`src/rtl/core/ptt_pkg.sv`:
```
// Package for the periodic timer table: field widths, command and result
// codes, and the sequencer state type. No dependencies.
`timescale 1ns / 1ps

package ptt_pkg;

    localparam int MAX_TIMERS_DEF    = 16;
    localparam int INTERVAL_BITS_DEF = 16;

    localparam int CMD_W = 1;
    localparam int IVL_W = 16;
    localparam int ID_W  = 5;
    localparam int CFG_W = 5;

    localparam logic [CFG_W-1:0] MAX_TIMERS_RST = 5'd16;

    localparam logic [CMD_W-1:0] CMD_ADD  = 1'b0;
    localparam logic [CMD_W-1:0] CMD_TICK = 1'b1;

    typedef enum logic [1:0] {
        KIND_ADDED   = 2'd0,
        KIND_REFUSED = 2'd1,
        KIND_EXPIRED = 2'd2
    } t_kind;

    typedef enum logic [1:0] {
        S_IDLE  = 2'd0,
        S_SCAN  = 2'd1,
        S_FLUSH = 2'd2
    } t_state;

endpackage

```
`src/rtl/core/ptt_if.sv`:
```
// Request and result channel interfaces of the periodic timer table.
// Depends on ptt_pkg for the field widths and the result kind type.
`timescale 1ns / 1ps

interface ptt_req_if import ptt_pkg::*; ();
    logic             valid;
    logic             ready;
    logic [CMD_W-1:0] cmd;
    logic [IVL_W-1:0] interval;

    modport source (output valid, cmd, interval, input ready);
    modport sink   (input valid, cmd, interval, output ready);
endinterface

interface ptt_res_if import ptt_pkg::*; ();
    logic            valid;
    logic            ready;
    t_kind           kind;
    logic [ID_W-1:0] tmr_id;
    logic            last;

    modport source (output valid, kind, tmr_id, last, input ready);
    modport sink   (input valid, kind, tmr_id, last, output ready);
endinterface

```
`src/rtl/core/ptt_ram.sv`:
```
// Generic single-write, single-read RAM with a registered read port.
// No dependencies.
`timescale 1ns / 1ps

module ptt_ram #(
    parameter int WIDTH = 32,
    parameter int DEPTH = 16,
    localparam int AW = (DEPTH > 1) ? $clog2(DEPTH) : 1
) (
    input  logic             i_clk,
    input  logic             i_we,
    input  logic [AW-1:0]    i_waddr,
    input  logic [WIDTH-1:0] i_wdata,
    input  logic             i_re,
    input  logic [AW-1:0]    i_raddr,
    output logic [WIDTH-1:0] o_rdata
);

    logic [WIDTH-1:0] r_mem [DEPTH];
    logic [WIDTH-1:0] r_rdata;

    always_ff @(posedge i_clk) begin
        if (i_we) begin
            r_mem[i_waddr] <= i_wdata;
        end
        if (i_re) begin
            r_rdata <= r_mem[i_raddr];
        end
    end

    assign o_rdata = r_rdata;

endmodule

```
`src/rtl/core/periodic_timer_table.sv`:
```
// Periodic timer table: an add request is handled as soon as it is accepted, and its result
// is valid the cycle after the request is accepted. A tick on an empty table gives no result.
// A tick walks the stored timers newest first, one RAM read per cycle while the result side
// does not stall, and no new request is taken until the scan and its last expiry result
// are through. Expiries leave one behind the scan for the last mark.
// Reset clears the count and sets the limit to 16; the table RAM is not cleared.
`timescale 1ns / 1ps

module periodic_timer_table import ptt_pkg::*; #(
    parameter int MAX_TIMERS    = MAX_TIMERS_DEF,
    parameter int INTERVAL_BITS = INTERVAL_BITS_DEF
) (
    input  logic             i_clk,
    input  logic             i_rst_n,
    input  logic             i_cfg_we,
    input  logic [CFG_W-1:0] i_cfg_wdata,
    ptt_req_if.sink          i_req,
    ptt_res_if.source        o_res
);

    localparam int IB = INTERVAL_BITS;
    localparam int CW = $clog2(MAX_TIMERS + 1);
    localparam int AW = (MAX_TIMERS > 1) ? $clog2(MAX_TIMERS) : 1;
    localparam int DW = 2 * IB;

    t_state          r_state, n_state;
    logic [CFG_W-1:0] r_max;
    logic [CW-1:0]   r_count, n_count;
    logic [AW-1:0]   r_rd_idx, n_rd_idx;
    logic [AW-1:0]   r_cur_idx, n_cur_idx;
    logic            r_rd_more, n_rd_more;
    logic            r_data_vld, n_data_vld;
    logic            r_pend_vld, n_pend_vld;
    logic [ID_W-1:0] r_pend_id, n_pend_id;
    logic            r_out_valid, n_out_valid;
    t_kind           r_out_kind, n_out_kind;
    logic [ID_W-1:0] r_out_id, n_out_id;
    logic            r_out_last, n_out_last;

    logic            ram_we, ram_re;
    logic [AW-1:0]   ram_waddr;
    logic [DW-1:0]   ram_wdata, ram_rdata;

    logic            out_free, req_ok, stall, issue, consume, scan_done, refuse;
    logic [IB-1:0]   ivl, rd_period, rd_elapsed, elap_inc;
    logic            expire;
    logic [31:0]     lim, add_id_w, cur_id_w;
    logic [CW-1:0]   cnt_m1;

    ptt_ram #(
        .WIDTH (DW),
        .DEPTH (MAX_TIMERS)
    ) u_table (
        .i_clk   (i_clk),
        .i_we    (ram_we),
        .i_waddr (ram_waddr),
        .i_wdata (ram_wdata),
        .i_re    (ram_re),
        .i_raddr (r_rd_idx),
        .o_rdata (ram_rdata)
    );

    assign out_free    = !r_out_valid || o_res.ready;
    assign i_req.ready = (r_state == S_IDLE) && out_free;
    assign req_ok      = i_req.valid && i_req.ready;

    assign ivl        = IB'(i_req.interval);
    assign lim        = (32'(r_max) > MAX_TIMERS) ? MAX_TIMERS : 32'(r_max);
    assign refuse     = (ivl == '0) || (32'(r_count) >= lim);
    assign add_id_w   = 32'(r_count) + 32'd1;
    assign cnt_m1     = r_count - 1'b1;

    // Table word holds the period in the upper half and the elapsed count below.
    assign rd_period  = ram_rdata[DW-1:IB];
    assign rd_elapsed = ram_rdata[IB-1:0];
    assign elap_inc   = rd_elapsed + 1'b1;
    assign expire     = elap_inc >= rd_period;
    assign cur_id_w   = 32'(r_cur_idx) + 32'd1;

    // A second expiry cannot displace the held one until the result slot frees.
    // The RAM read is not re-enabled while stalled, so its output holds.
    assign stall     = r_data_vld && expire && r_pend_vld && !out_free;
    assign issue     = (r_state == S_SCAN) && r_rd_more && !stall;
    assign consume   = (r_state == S_SCAN) && r_data_vld && !stall;
    assign scan_done = (r_state == S_SCAN) && !r_rd_more && !r_data_vld;

    always_comb begin
        n_state = r_state;
        unique case (r_state)
            S_IDLE: begin
                if (req_ok && (i_req.cmd == CMD_TICK) && (r_count != '0)) begin
                    n_state = S_SCAN;
                end
            end
            S_SCAN: begin
                if (scan_done) begin
                    n_state = r_pend_vld ? S_FLUSH : S_IDLE;
                end
            end
            S_FLUSH: begin
                if (out_free) begin
                    n_state = S_IDLE;
                end
            end
            default: n_state = S_IDLE;
        endcase
    end

    always_comb begin
        n_count     = r_count;
        n_rd_idx    = r_rd_idx;
        n_cur_idx   = r_cur_idx;
        n_rd_more   = r_rd_more;
        n_data_vld  = r_data_vld;
        n_pend_vld  = r_pend_vld;
        n_pend_id   = r_pend_id;
        n_out_valid = r_out_valid && !o_res.ready;
        n_out_kind  = r_out_kind;
        n_out_id    = r_out_id;
        n_out_last  = r_out_last;
        ram_we      = 1'b0;
        ram_re      = 1'b0;
        ram_waddr   = r_cur_idx;
        ram_wdata   = {rd_period, (expire ? {IB{1'b0}} : elap_inc)};

        unique case (r_state)
            S_IDLE: begin
                if (req_ok) begin
                    if (i_req.cmd == CMD_ADD) begin
                        n_out_valid = 1'b1;
                        n_out_last  = 1'b1;
                        if (refuse) begin
                            n_out_kind = KIND_REFUSED;
                            n_out_id   = '0;
                        end else begin
                            ram_we     = 1'b1;
                            ram_waddr  = r_count[AW-1:0];
                            ram_wdata  = {ivl, {IB{1'b0}}};
                            n_count    = r_count + 1'b1;
                            n_out_kind = KIND_ADDED;
                            n_out_id   = add_id_w[ID_W-1:0];
                        end
                    end else begin
                        n_rd_idx   = cnt_m1[AW-1:0];
                        n_rd_more  = (r_count != '0);
                        n_data_vld = 1'b0;
                        n_pend_vld = 1'b0;
                    end
                end
            end
            S_SCAN: begin
                n_data_vld = issue || stall;
                if (issue) begin
                    ram_re    = 1'b1;
                    n_cur_idx = r_rd_idx;
                    n_rd_idx  = r_rd_idx - 1'b1;
                    n_rd_more = (r_rd_idx != '0);
                end
                if (consume) begin
                    ram_we = 1'b1;
                    if (expire) begin
                        if (r_pend_vld) begin
                            n_out_valid = 1'b1;
                            n_out_kind  = KIND_EXPIRED;
                            n_out_id    = r_pend_id;
                            n_out_last  = 1'b0;
                        end
                        n_pend_vld = 1'b1;
                        n_pend_id  = cur_id_w[ID_W-1:0];
                    end
                end
            end
            S_FLUSH: begin
                if (out_free) begin
                    n_out_valid = 1'b1;
                    n_out_kind  = KIND_EXPIRED;
                    n_out_id    = r_pend_id;
                    n_out_last  = 1'b1;
                    n_pend_vld  = 1'b0;
                end
            end
            default: begin
                n_pend_vld = 1'b0;
            end
        endcase
    end

    always_ff @(posedge i_clk) begin
        if (!i_rst_n) begin
            r_state     <= S_IDLE;
            r_max       <= MAX_TIMERS_RST;
            r_count     <= '0;
            r_rd_more   <= 1'b0;
            r_data_vld  <= 1'b0;
            r_pend_vld  <= 1'b0;
            r_out_valid <= 1'b0;
        end else begin
            r_state     <= n_state;
            r_count     <= n_count;
            r_rd_more   <= n_rd_more;
            r_data_vld  <= n_data_vld;
            r_pend_vld  <= n_pend_vld;
            r_out_valid <= n_out_valid;
            if (i_cfg_we) begin
                r_max <= i_cfg_wdata;
            end
        end
    end

    always_ff @(posedge i_clk) begin
        r_rd_idx   <= n_rd_idx;
        r_cur_idx  <= n_cur_idx;
        r_pend_id  <= n_pend_id;
        r_out_kind <= n_out_kind;
        r_out_id   <= n_out_id;
        r_out_last <= n_out_last;
    end

    assign o_res.valid  = r_out_valid;
    assign o_res.kind   = r_out_kind;
    assign o_res.tmr_id = r_out_id;
    assign o_res.last   = r_out_last;

endmodule
```
`src/flat_wrapper.sv`:
```
// flat-port wrapper written by rule: the top's interface ports become plain ports
module periodic_timer_table_flat import ptt_pkg::*;
#(
    parameter int MAX_TIMERS    = MAX_TIMERS_DEF,
    parameter int INTERVAL_BITS = INTERVAL_BITS_DEF
)
  (i_clk, i_rst_n, i_cfg_we, i_cfg_wdata, i_req_valid, i_req_cmd, i_req_interval, i_req_ready, o_res_valid, o_res_kind, o_res_tmr_id, o_res_last, o_res_ready);
  ptt_req_if i_req_i ();
  ptt_res_if o_res_i ();
  input  logic i_clk;
  input  logic i_rst_n;
  input  logic i_cfg_we;
  input  logic [CFG_W-1:0] i_cfg_wdata;
  input wire logic [$bits(i_req_i.valid)-1:0] i_req_valid;
  input wire logic [$bits(i_req_i.cmd)-1:0] i_req_cmd;
  input wire logic [$bits(i_req_i.interval)-1:0] i_req_interval;
  output wire logic [$bits(i_req_i.ready)-1:0] i_req_ready;
  output wire logic [$bits(o_res_i.valid)-1:0] o_res_valid;
  output wire logic [$bits(o_res_i.kind)-1:0] o_res_kind;
  output wire logic [$bits(o_res_i.tmr_id)-1:0] o_res_tmr_id;
  output wire logic [$bits(o_res_i.last)-1:0] o_res_last;
  input wire logic [$bits(o_res_i.ready)-1:0] o_res_ready;
  assign i_req_i.valid = i_req_valid;
  assign i_req_i.cmd = i_req_cmd;
  assign i_req_i.interval = i_req_interval;
  assign i_req_ready = i_req_i.ready;
  assign o_res_valid = o_res_i.valid;
  assign o_res_kind = o_res_i.kind;
  assign o_res_tmr_id = o_res_i.tmr_id;
  assign o_res_last = o_res_i.last;
  assign o_res_i.ready = o_res_ready;
  periodic_timer_table #(.MAX_TIMERS(MAX_TIMERS), .INTERVAL_BITS(INTERVAL_BITS)) u_core (.i_clk(i_clk), .i_rst_n(i_rst_n), .i_cfg_we(i_cfg_we), .i_cfg_wdata(i_cfg_wdata), .i_req(i_req_i), .o_res(o_res_i));
endmodule
```
`config.mk`:
```
export PLATFORM = sky130hd
export DESIGN_NAME = periodic_timer_table_flat
export DESIGN_NICKNAME = d
export VERILOG_FILES = /design/src/rtl/core/ptt_pkg.sv /design/src/rtl/core/ptt_if.sv /design/src/rtl/core/ptt_ram.sv /design/src/rtl/core/periodic_timer_table.sv /design/src/flat_wrapper.sv
export SDC_FILE = /design/constraint.sdc
export NUM_CORES = 1
export LEC_CHECK = 0
export ABC_CLOCK_PERIOD_IN_PS = 11800
export BUFFER_PORTS_ARGS = -buffer_cell sky130_fd_sc_hd__buf_2
export CAP_MARGIN = 30
export CORE_MARGIN = 2
export CORE_UTILIZATION = 54
export CTS_BUF_LIST = sky130_fd_sc_hd__clkbuf_8
export CTS_CLUSTER_SIZE = 16
export DETAILED_ROUTE_END_ITERATION = 10
export GPL_TIMING_DRIVEN = 0
export PLACE_DENSITY = 0.8
export SYNTH_ARGS = -nofsm -noshare
export SYNTH_HDL_FRONTEND = slang
export SYNTH_SLANG_ARGS = --single-unit
```
`constraint.sdc`:
```
create_clock -name i_clk -period 11.8 [get_ports i_clk]
set_input_delay 1.18 -clock i_clk [delete_from_list [all_inputs] [get_ports i_clk]]
set_output_delay 1.18 -clock i_clk [all_outputs]
set_load 0.02 [all_outputs]
```
==> results of run 1 <==
[synthesized netlist by cell type (4+ instances only)]
| library cell | number |
|---|---|
| nand3_1 | 15 |
| mux2i_1 | 9 |
| ha_1 | 30 |
| o21ai_0 | 22 |
| nor2b_1 | 17 |
| clkbuf_1 | 37 |
| nand4_1 | 11 |
| nor4_1 | 5 |
| nor2_1 | 30 |
| a21o_1 | 4 |
| nand2_1 | 50 |
| xnor2_1 | 15 |
| edfxtp_1 | 565 |
| a21oi_1 | 14 |
| or3_1 | 7 |
| nor3_1 | 7 |
| inv_1 | 31 |
| a31oi_1 | 9 |
| xor2_1 | 6 |
| mux4_2 | 160 |
| buf_1 | 6 |
| and3_1 | 7 |
| buf_2 | 13 |
| o41ai_1 | 6 |
| a211oi_1 | 7 |
| a22o_1 | 5 |
| dfxtp_1 | 16 |
[flip-flops by register name, summed over array words and instances (netlist names), 2 cells and up]
register                flops
u_core.o_res.kind           2
u_core.o_res.tmr_id         5
u_core.r_count              5
u_core.r_cur_idx            4
u_core.r_max                5
u_core.r_pend_id            5
u_core.r_rd_idx             4
u_core.r_state              2
u_core.u_table.o_rdata     32
u_core.u_table.r_mem      512
[per-stage QoR]
stage | instance area, µm² | utilization
after floorplan | 23200 | -
after global placement | 24100 | 0.563
after detailed placement | 24900 | 0.582
after CTS | 26400 | 0.617
after global routing | 26500 | 0.619
final | 26500 | 0.619
[cells in the final DEF (no fill, tap or decap), drive strengths merged, types with 2 or more instances in the layout]
master      n
nor2b      17
and3        7
clkinvlp    5
or3         7
a22o        5
xnor2      15
nor4        5
nand2b      5
xor2        6
o21ai      23
buf       123
inv        58
nand4      11
edfxtp    565
nor2       30
a31oi       9
nand3      15
clkinv     34
o21a        3
nor3        7
a221oi      2
a21oi      15
ha         30
mux4      160
o41ai       6
clkbuf    125
nand2      50
a21o        5
o211ai      2
mux2i       9
a211oi      7
dfxtp      16
[layout make-up]
type / instances / share of cell area
well taps: 546 / 0.0258
inverters: 31 / 0.00439
repair buffers: 104 / 0.0357
flip-flops and latches: 581 / 0.653
clock buffers: 87 / 0.0452
plain buffers: 57 / 0.00897
clock inverters: 66 / 0.0111
multi-input cells: 463 / 0.216
[layer usage]
metal  part of all wire  routed length [µm]  GRT usage
met1               0.36               19400      0.326
met2               0.50               26500      0.407
met3               0.10                5410     0.0519
met4              0.037                1980     0.0983
met5                  0                   0          0
[power by group]
group          total (mW)  internal (mW)  switching, mW
sequential           2.30           2.29        0.00702
combinational       0.303          0.135          0.168
clock                1.44          0.689          0.754
[path summary, 6_finish.rpt]
| check | slack, ns | depth (start not counted) | from | endpoint |
|---|---|---|---|---|
| setup / recovery | 6.33 | 16 | u_core.u_table.o_rdata[0] | u_core.u_table.r_mem[4][14] |
| hold / removal | 0.44 | 0 | u_core.r_rd_idx[2] | u_core.r_cur_idx[2] |
| setup reg to reg | 6.33 | 16 | u_core.u_table.o_rdata[0] | u_core.u_table.r_mem[4][14] |
| hold reg to reg | 0.44 | 0 | u_core.r_rd_idx[2] | u_core.r_cur_idx[2] |
[logic make-up after synthesis]
| family | Yosys count | synth area share |
|---|---|---|
| AO/OA/AOI/OAI | 83 | 0.0238 |
| buffers and inverters | 88 | 0.0152 |
| adder cells (fa/ha/maj) | 30 | 0.0162 |
| AND/OR/NAND/NOR | 160 | 0.0341 |
| XOR/XNOR | 21 | 0.00791 |
| multiplexers | 169 | 0.159 |
| flip-flops | 581 | 0.744 |
==> run_results.csv, run 1 <==
group,metric,value,unit
global_route,grt_pass1_wl,79200,µm
clock_tree,ctsHoldBuffers,0,
timing,tightest_slew,1.08,ns
floorplan,core_region_area,0.0428,mm²
drt,viasPerCell,6.39,
yosys,syn_area_per_cell,20.5,µm²
worst_setup_path,end_kind,"flop",
timing,grt_setup_unrepaired,"false",
drt,vias,12400,
worst_setup_path,crit_top_cell,"buf_4",
timing,maxSlewViolCount,0,
clock_tree,cts.clk_slew.worst_paths,0.07,ns
yosys,synth-edff-count,565,
placed_design,dpl.hpwl,34900,µm
pwr,p_per_area,153,mW/mm²
floorplan,ios,37,
yosys,synth_area_leaders,"edfxtp_1, mux4_2, ha_1",
drt,wl,53300,µm
global_route,overflow,0,
timing,holdWs,0.440,ns
timing,setup_viol,0,
timing,setup-tns-final,0,ns
layout,fin_nets,1382,
floorplan,die_height,211,µm
global_route,grt_pass1_vias,12700,
drt,initialDrtViolationCount,1700,
clock_tree,worstSkewPairLatency,0.66,ns
placed_design,pre_cts_slack,6.33,ns
layout,nFillCells,2789,
pwr,p_leak,8.79,nW
worst_setup_path,critPathMaxStageDelay,0.92,ns
clock_tree,cts-buffers-inserted,87,
timing,finalHoldViolCount,0,
worst_setup_path,crit_family,"compound AO/OA/AOI/OAI gates",
pwr,power.total,4.04,mW
floorplan,fp-row-count,76,
timing,finalCritPeriodShare,0.463,
worst_setup_path,slowest_stage,"o41ai_2",
yosys,synth_nets,1189,
job,cap_violations,0,
timing,fin_skew,0.0363,ns
status,status,"completed",
yosys,yosysWarnings,0,
drt,wire_per_inst,27.6,µm
global_route,antenna_found_initial,0,
timing,relSlewSlack,0.273,
worst_setup_path,cp-start-kind,"flop",
yosys,synth.distinct_cells,49,
clock_tree,ctsHtreeMaxLevel,3,
yosys,ys.flop_type,"edfxtp_1",
worst_setup_path,critPathKind,"reg2reg",
clock_tree,clockBufferDepth,3,
layout,diodes,0,
clock_tree,post_cts_resized,0,
yosys,synth_top_cell_area_share,0.730,
yosys,ys_seq_elements,581,
layout,seqCellArea,0.0173,mm²
placed_design,place.port_buffers,35,
worst_hold_path,holdCritPathClass,"reg2reg",
global_route,grt_max_degree,30,
timing,worst_slack,6.33,ns
layout,drive_above_1_share,0.289,
clock_tree,cts_tree,"done",
worst_setup_path,worstPathMaxFanout,8,
worst_setup_path,cp.arrival,5.82,ns
yosys,netlist_area,0.0232,mm²
worst_setup_path,crit_path_cell_trace,"ha_1 -> nand3_1 -> nor2_1 -> nand4_1 -> xnor2_1 -> ha_1 -> nand4_1 -> nor3_1 -> a2111o_1 -> o21ai_1 -> nand2b_1 -> clkbuf_1 -> o41ai_2 -> buf_4 -> buf_4 -> buf_4",
yosys,synthArstFlopShare,0,
clock_tree,cts_setup_buffers,0,
yosys,synth-seq-area-share,0.744,
floorplan,dieArea,0.0447,mm²
floorplan,start_util,0.543,
placed_design,gp_congestion,0.880,
placed_design,placedCellCount,1772,
floorplan,die_w,211,µm
layout,area_growth,14.0,%
clock_tree,clock-sinks,581,
layout,multi_input_area,0.00573,mm²
yosys,syn_inst,1132,
drt,drc,0,
clock_tree,cts_root_buf,"clkbuf_8",
drt,postRouteAntennaNets,0,
pwr,ir_worst_vdd,0.0000779,V
yosys,yosys.area.top_type,"edfxtp_1",
timing,fmax,183,MHz
worst_setup_path,worst-path-buf-inv,4,
global_route,grt_usage,0.247,
timing,fin_crit,5.47,ns
worst_setup_path,critPathRequiredTime,12.15,ns
drt,firstDrtPassIters,6,
layout,fin_cells,1935,
Power figures use the tool's default switching activity.
==> run 2, diff against run 1 <==
ABC_CLOCK_PERIOD_IN_PS = 5000   (was 11800)
PLACE_DENSITY = 0.83   (was 0.8)
clock period = 5 ns   (was 11.8 ns; I/O delays follow)
==> run 2 against run 1 <==
The flow now finishes with violations (negative setup slack); global-route usage rose by 0.94 points; first-iteration DRC count down 4.1%; final area up 1.1%; final cell count grew 0.31%; critical path type unchanged; highest routed layer unchanged.
==> run_results.csv, run 2 (synthesized netlist as in run 1, its figures left out) <==
group,metric,value,unit
layout,most-common-layout-cells,"edfxtp_1, mux4_2, clkbuf_8",
clock_tree,cts.clk_slew.worst_paths,0.07,ns
pwr,p_sw_frac,0.227,
drt,initialDrtViolationCount,1631,
layout,largest_reg_flops,512,
floorplan,ios,37,
clock_tree,ctsHtreeMaxLevel,3,
placed_design,placed_area,0.0249,mm²
floorplan,dieArea,0.0447,mm²
worst_hold_path,holdCritPathClass,"in2reg",
timing,relSlewSlack,0.314,
timing,fin_crit,5.13,ns
drt,wl,55400,µm
layout,diodes,0,
layout,design_area,0.0268,mm²
clock_tree,clockBufferDepth,3,
timing,finalCritPeriodShare,1.03,
worst_setup_path,cp-start-kind,"flop",
timing,setup-tns-final,-6.67,ns
drt,highest_layer,"met4",
drt,postRouteAntennaNets,0,
pwr,p_per_area,372,mW/mm²
layout,regMostFlops,"u_core.u_table.r_mem",
worst_setup_path,cp-startpoint,"u_core.u_table.o_rdata[0]",
worst_setup_path,worstPathMaxFanout,16,
pwr,internal_power,7.70,mW
global_route,grt_pass1_wl,81200,µm
placed_design,gp_congestion,0.874,
timing,maxSlewViolCount,0,
drt,viasPerCell,6.50,
global_route,antenna_found_initial,0,
worst_setup_path,end_kind,"flop",
worst_setup_path,r2r_start,"u_core.u_table.o_rdata[0]",
clock_tree,cts_root_buf,"clkbuf_8",
placed_design,place.port_buffers,35,
layout,fin_nets,1385,
clock_tree,cts_tree,"done",
global_route,grt_pass1_vias,12800,
pwr,seqPwrFrac,0.543,
global_route,overflow,0,
floorplan,die_w,211,µm
floorplan,die_height,211,µm
pwr,p_leak,8.94,nW
status,status,"finished with violations",
clock_tree,ctsHoldBuffers,0,
drt,wire_per_inst,28.5,µm
job,cap_violations,0,
layout,drive_above_1_share,0.306,
clock_tree,clock-sinks,581,
timing,fmax,195,MHz
layout,layout_commonest_cell,"edfxtp_1",
placed_design,pre_cts_slack,-0.336,ns
global_route,grt_usage,0.256,
placed_design,dpl.hpwl,36000,µm
pwr,clkPwrFrac,0.383,
timing,finalHoldViolCount,0,
timing,fin_skew,0.0287,ns
pwr,power.switching,2.27,mW
timing,worst_slack,-0.128,ns
floorplan,fp-row-count,76,
drt,firstDrtPassIters,6,
worst_setup_path,critPathKind,"reg2reg",
timing,tightest_slew,1.02,ns
layout,area_growth,15.3,%
worst_setup_path,cp.arrival,5.44,ns
pwr,ir_worst_vdd,0.000193,V
clock_tree,cts-buffers-inserted,87,
drt,vias,12600,
timing,grt_setup_unrepaired,"true",
drt,drc,0,
timing,setup_viol,80,
drt,met2_length,27200,µm
worst_hold_path,hp-start,"i_cfg_wdata[4]",
pwr,comb_power_share,0.073,
floorplan,start_util,0.543,
drt,wl_met3,5970,µm
drt,wl_met1,19800,µm
status,violations,"negative setup slack",
global_route,grt_max_degree,21,
clock_tree,worstSkewPairLatency,0.66,ns
floorplan,core_region_area,0.0428,mm²
worst_setup_path,critPathRequiredTime,5.31,ns
run 2: per-layer routing:
layer / track usage / vias to the layer above
li1: - / 5084
met1: 0.337 / 6445
met2: 0.419 / 921
met3: 0.0579 / 176
met4: 0.105 / 0
met5: 0 / -
run 2: cell type report:
class	instances	area [µm²]
sequential	581	17300
fill	2734	16000
multi-input combinational	463	5800
clock buffer	88	1210
timing repair buffer	107	957
tap	546	683
clock inverter	68	490
buffer	57	239
inverter	31	116
run 2: final timing paths:
kind / depth (start not counted) / slack (ns) / end
worst max-delay path: 14 / -0.13 / u_core.u_table.r_mem[6][13]
worst min-delay path: 3 / 0.06 / u_core.r_max[4]
worst max register to register: 14 / -0.13 / u_core.u_table.r_mem[6][13]
worst min register to register: 0 / 0.47 / u_core.r_cur_idx[3]
run 2: per-stage QoR:
stage	power [mW]	hold slack, ns	std cells	utilization
after floorplan	5.99	0.424	1132	-
after global placement	6.17	0.431	1713	0.563
after detailed placement	6.23	0.446	1777	0.583
after CTS	9.99	0.0413	1937	0.625
after global routing	10.2	0.0769	1941	0.626
final	9.97	0.0648	1941	0.626
run 2: power groups by stage:
stage / combinational [mW] / clock, mW / sequential [mW]
after floorplan: 0.461 / 0 / 5.52
after global placement: 0.648 / 0 / 5.52
after detailed placement: 0.709 / 0 / 5.52
after CTS: 0.719 / 3.86 / 5.42
after global routing: 0.769 / 4.06 / 5.42
final: 0.729 / 3.82 / 5.42
run 2: critical path, cell delays in order (launching register included):
cell	delay [ns]
edfxtp_1	0.49
ha_1	0.24
nand3_1	0.13
nor2_2	0.30
nand4_1	0.18
xnor2_1	0.42
ha_1	0.32
nand4_1	0.14
nor3_1	0.09
a2111o_1	0.47
or2_2	0.33
clkbuf_1	0.20
nand2b_4	0.25
clkbuf_1	0.35
nor2b_1	0.87
run 2: repair_timing:
item / CTS / global route
cloned: 0 / 0
setup buffers: 4 / 0
gates resized for setup: 8 / 3
pin swaps: 3 / 1
endpoints found under the setup margin: 183 / 185
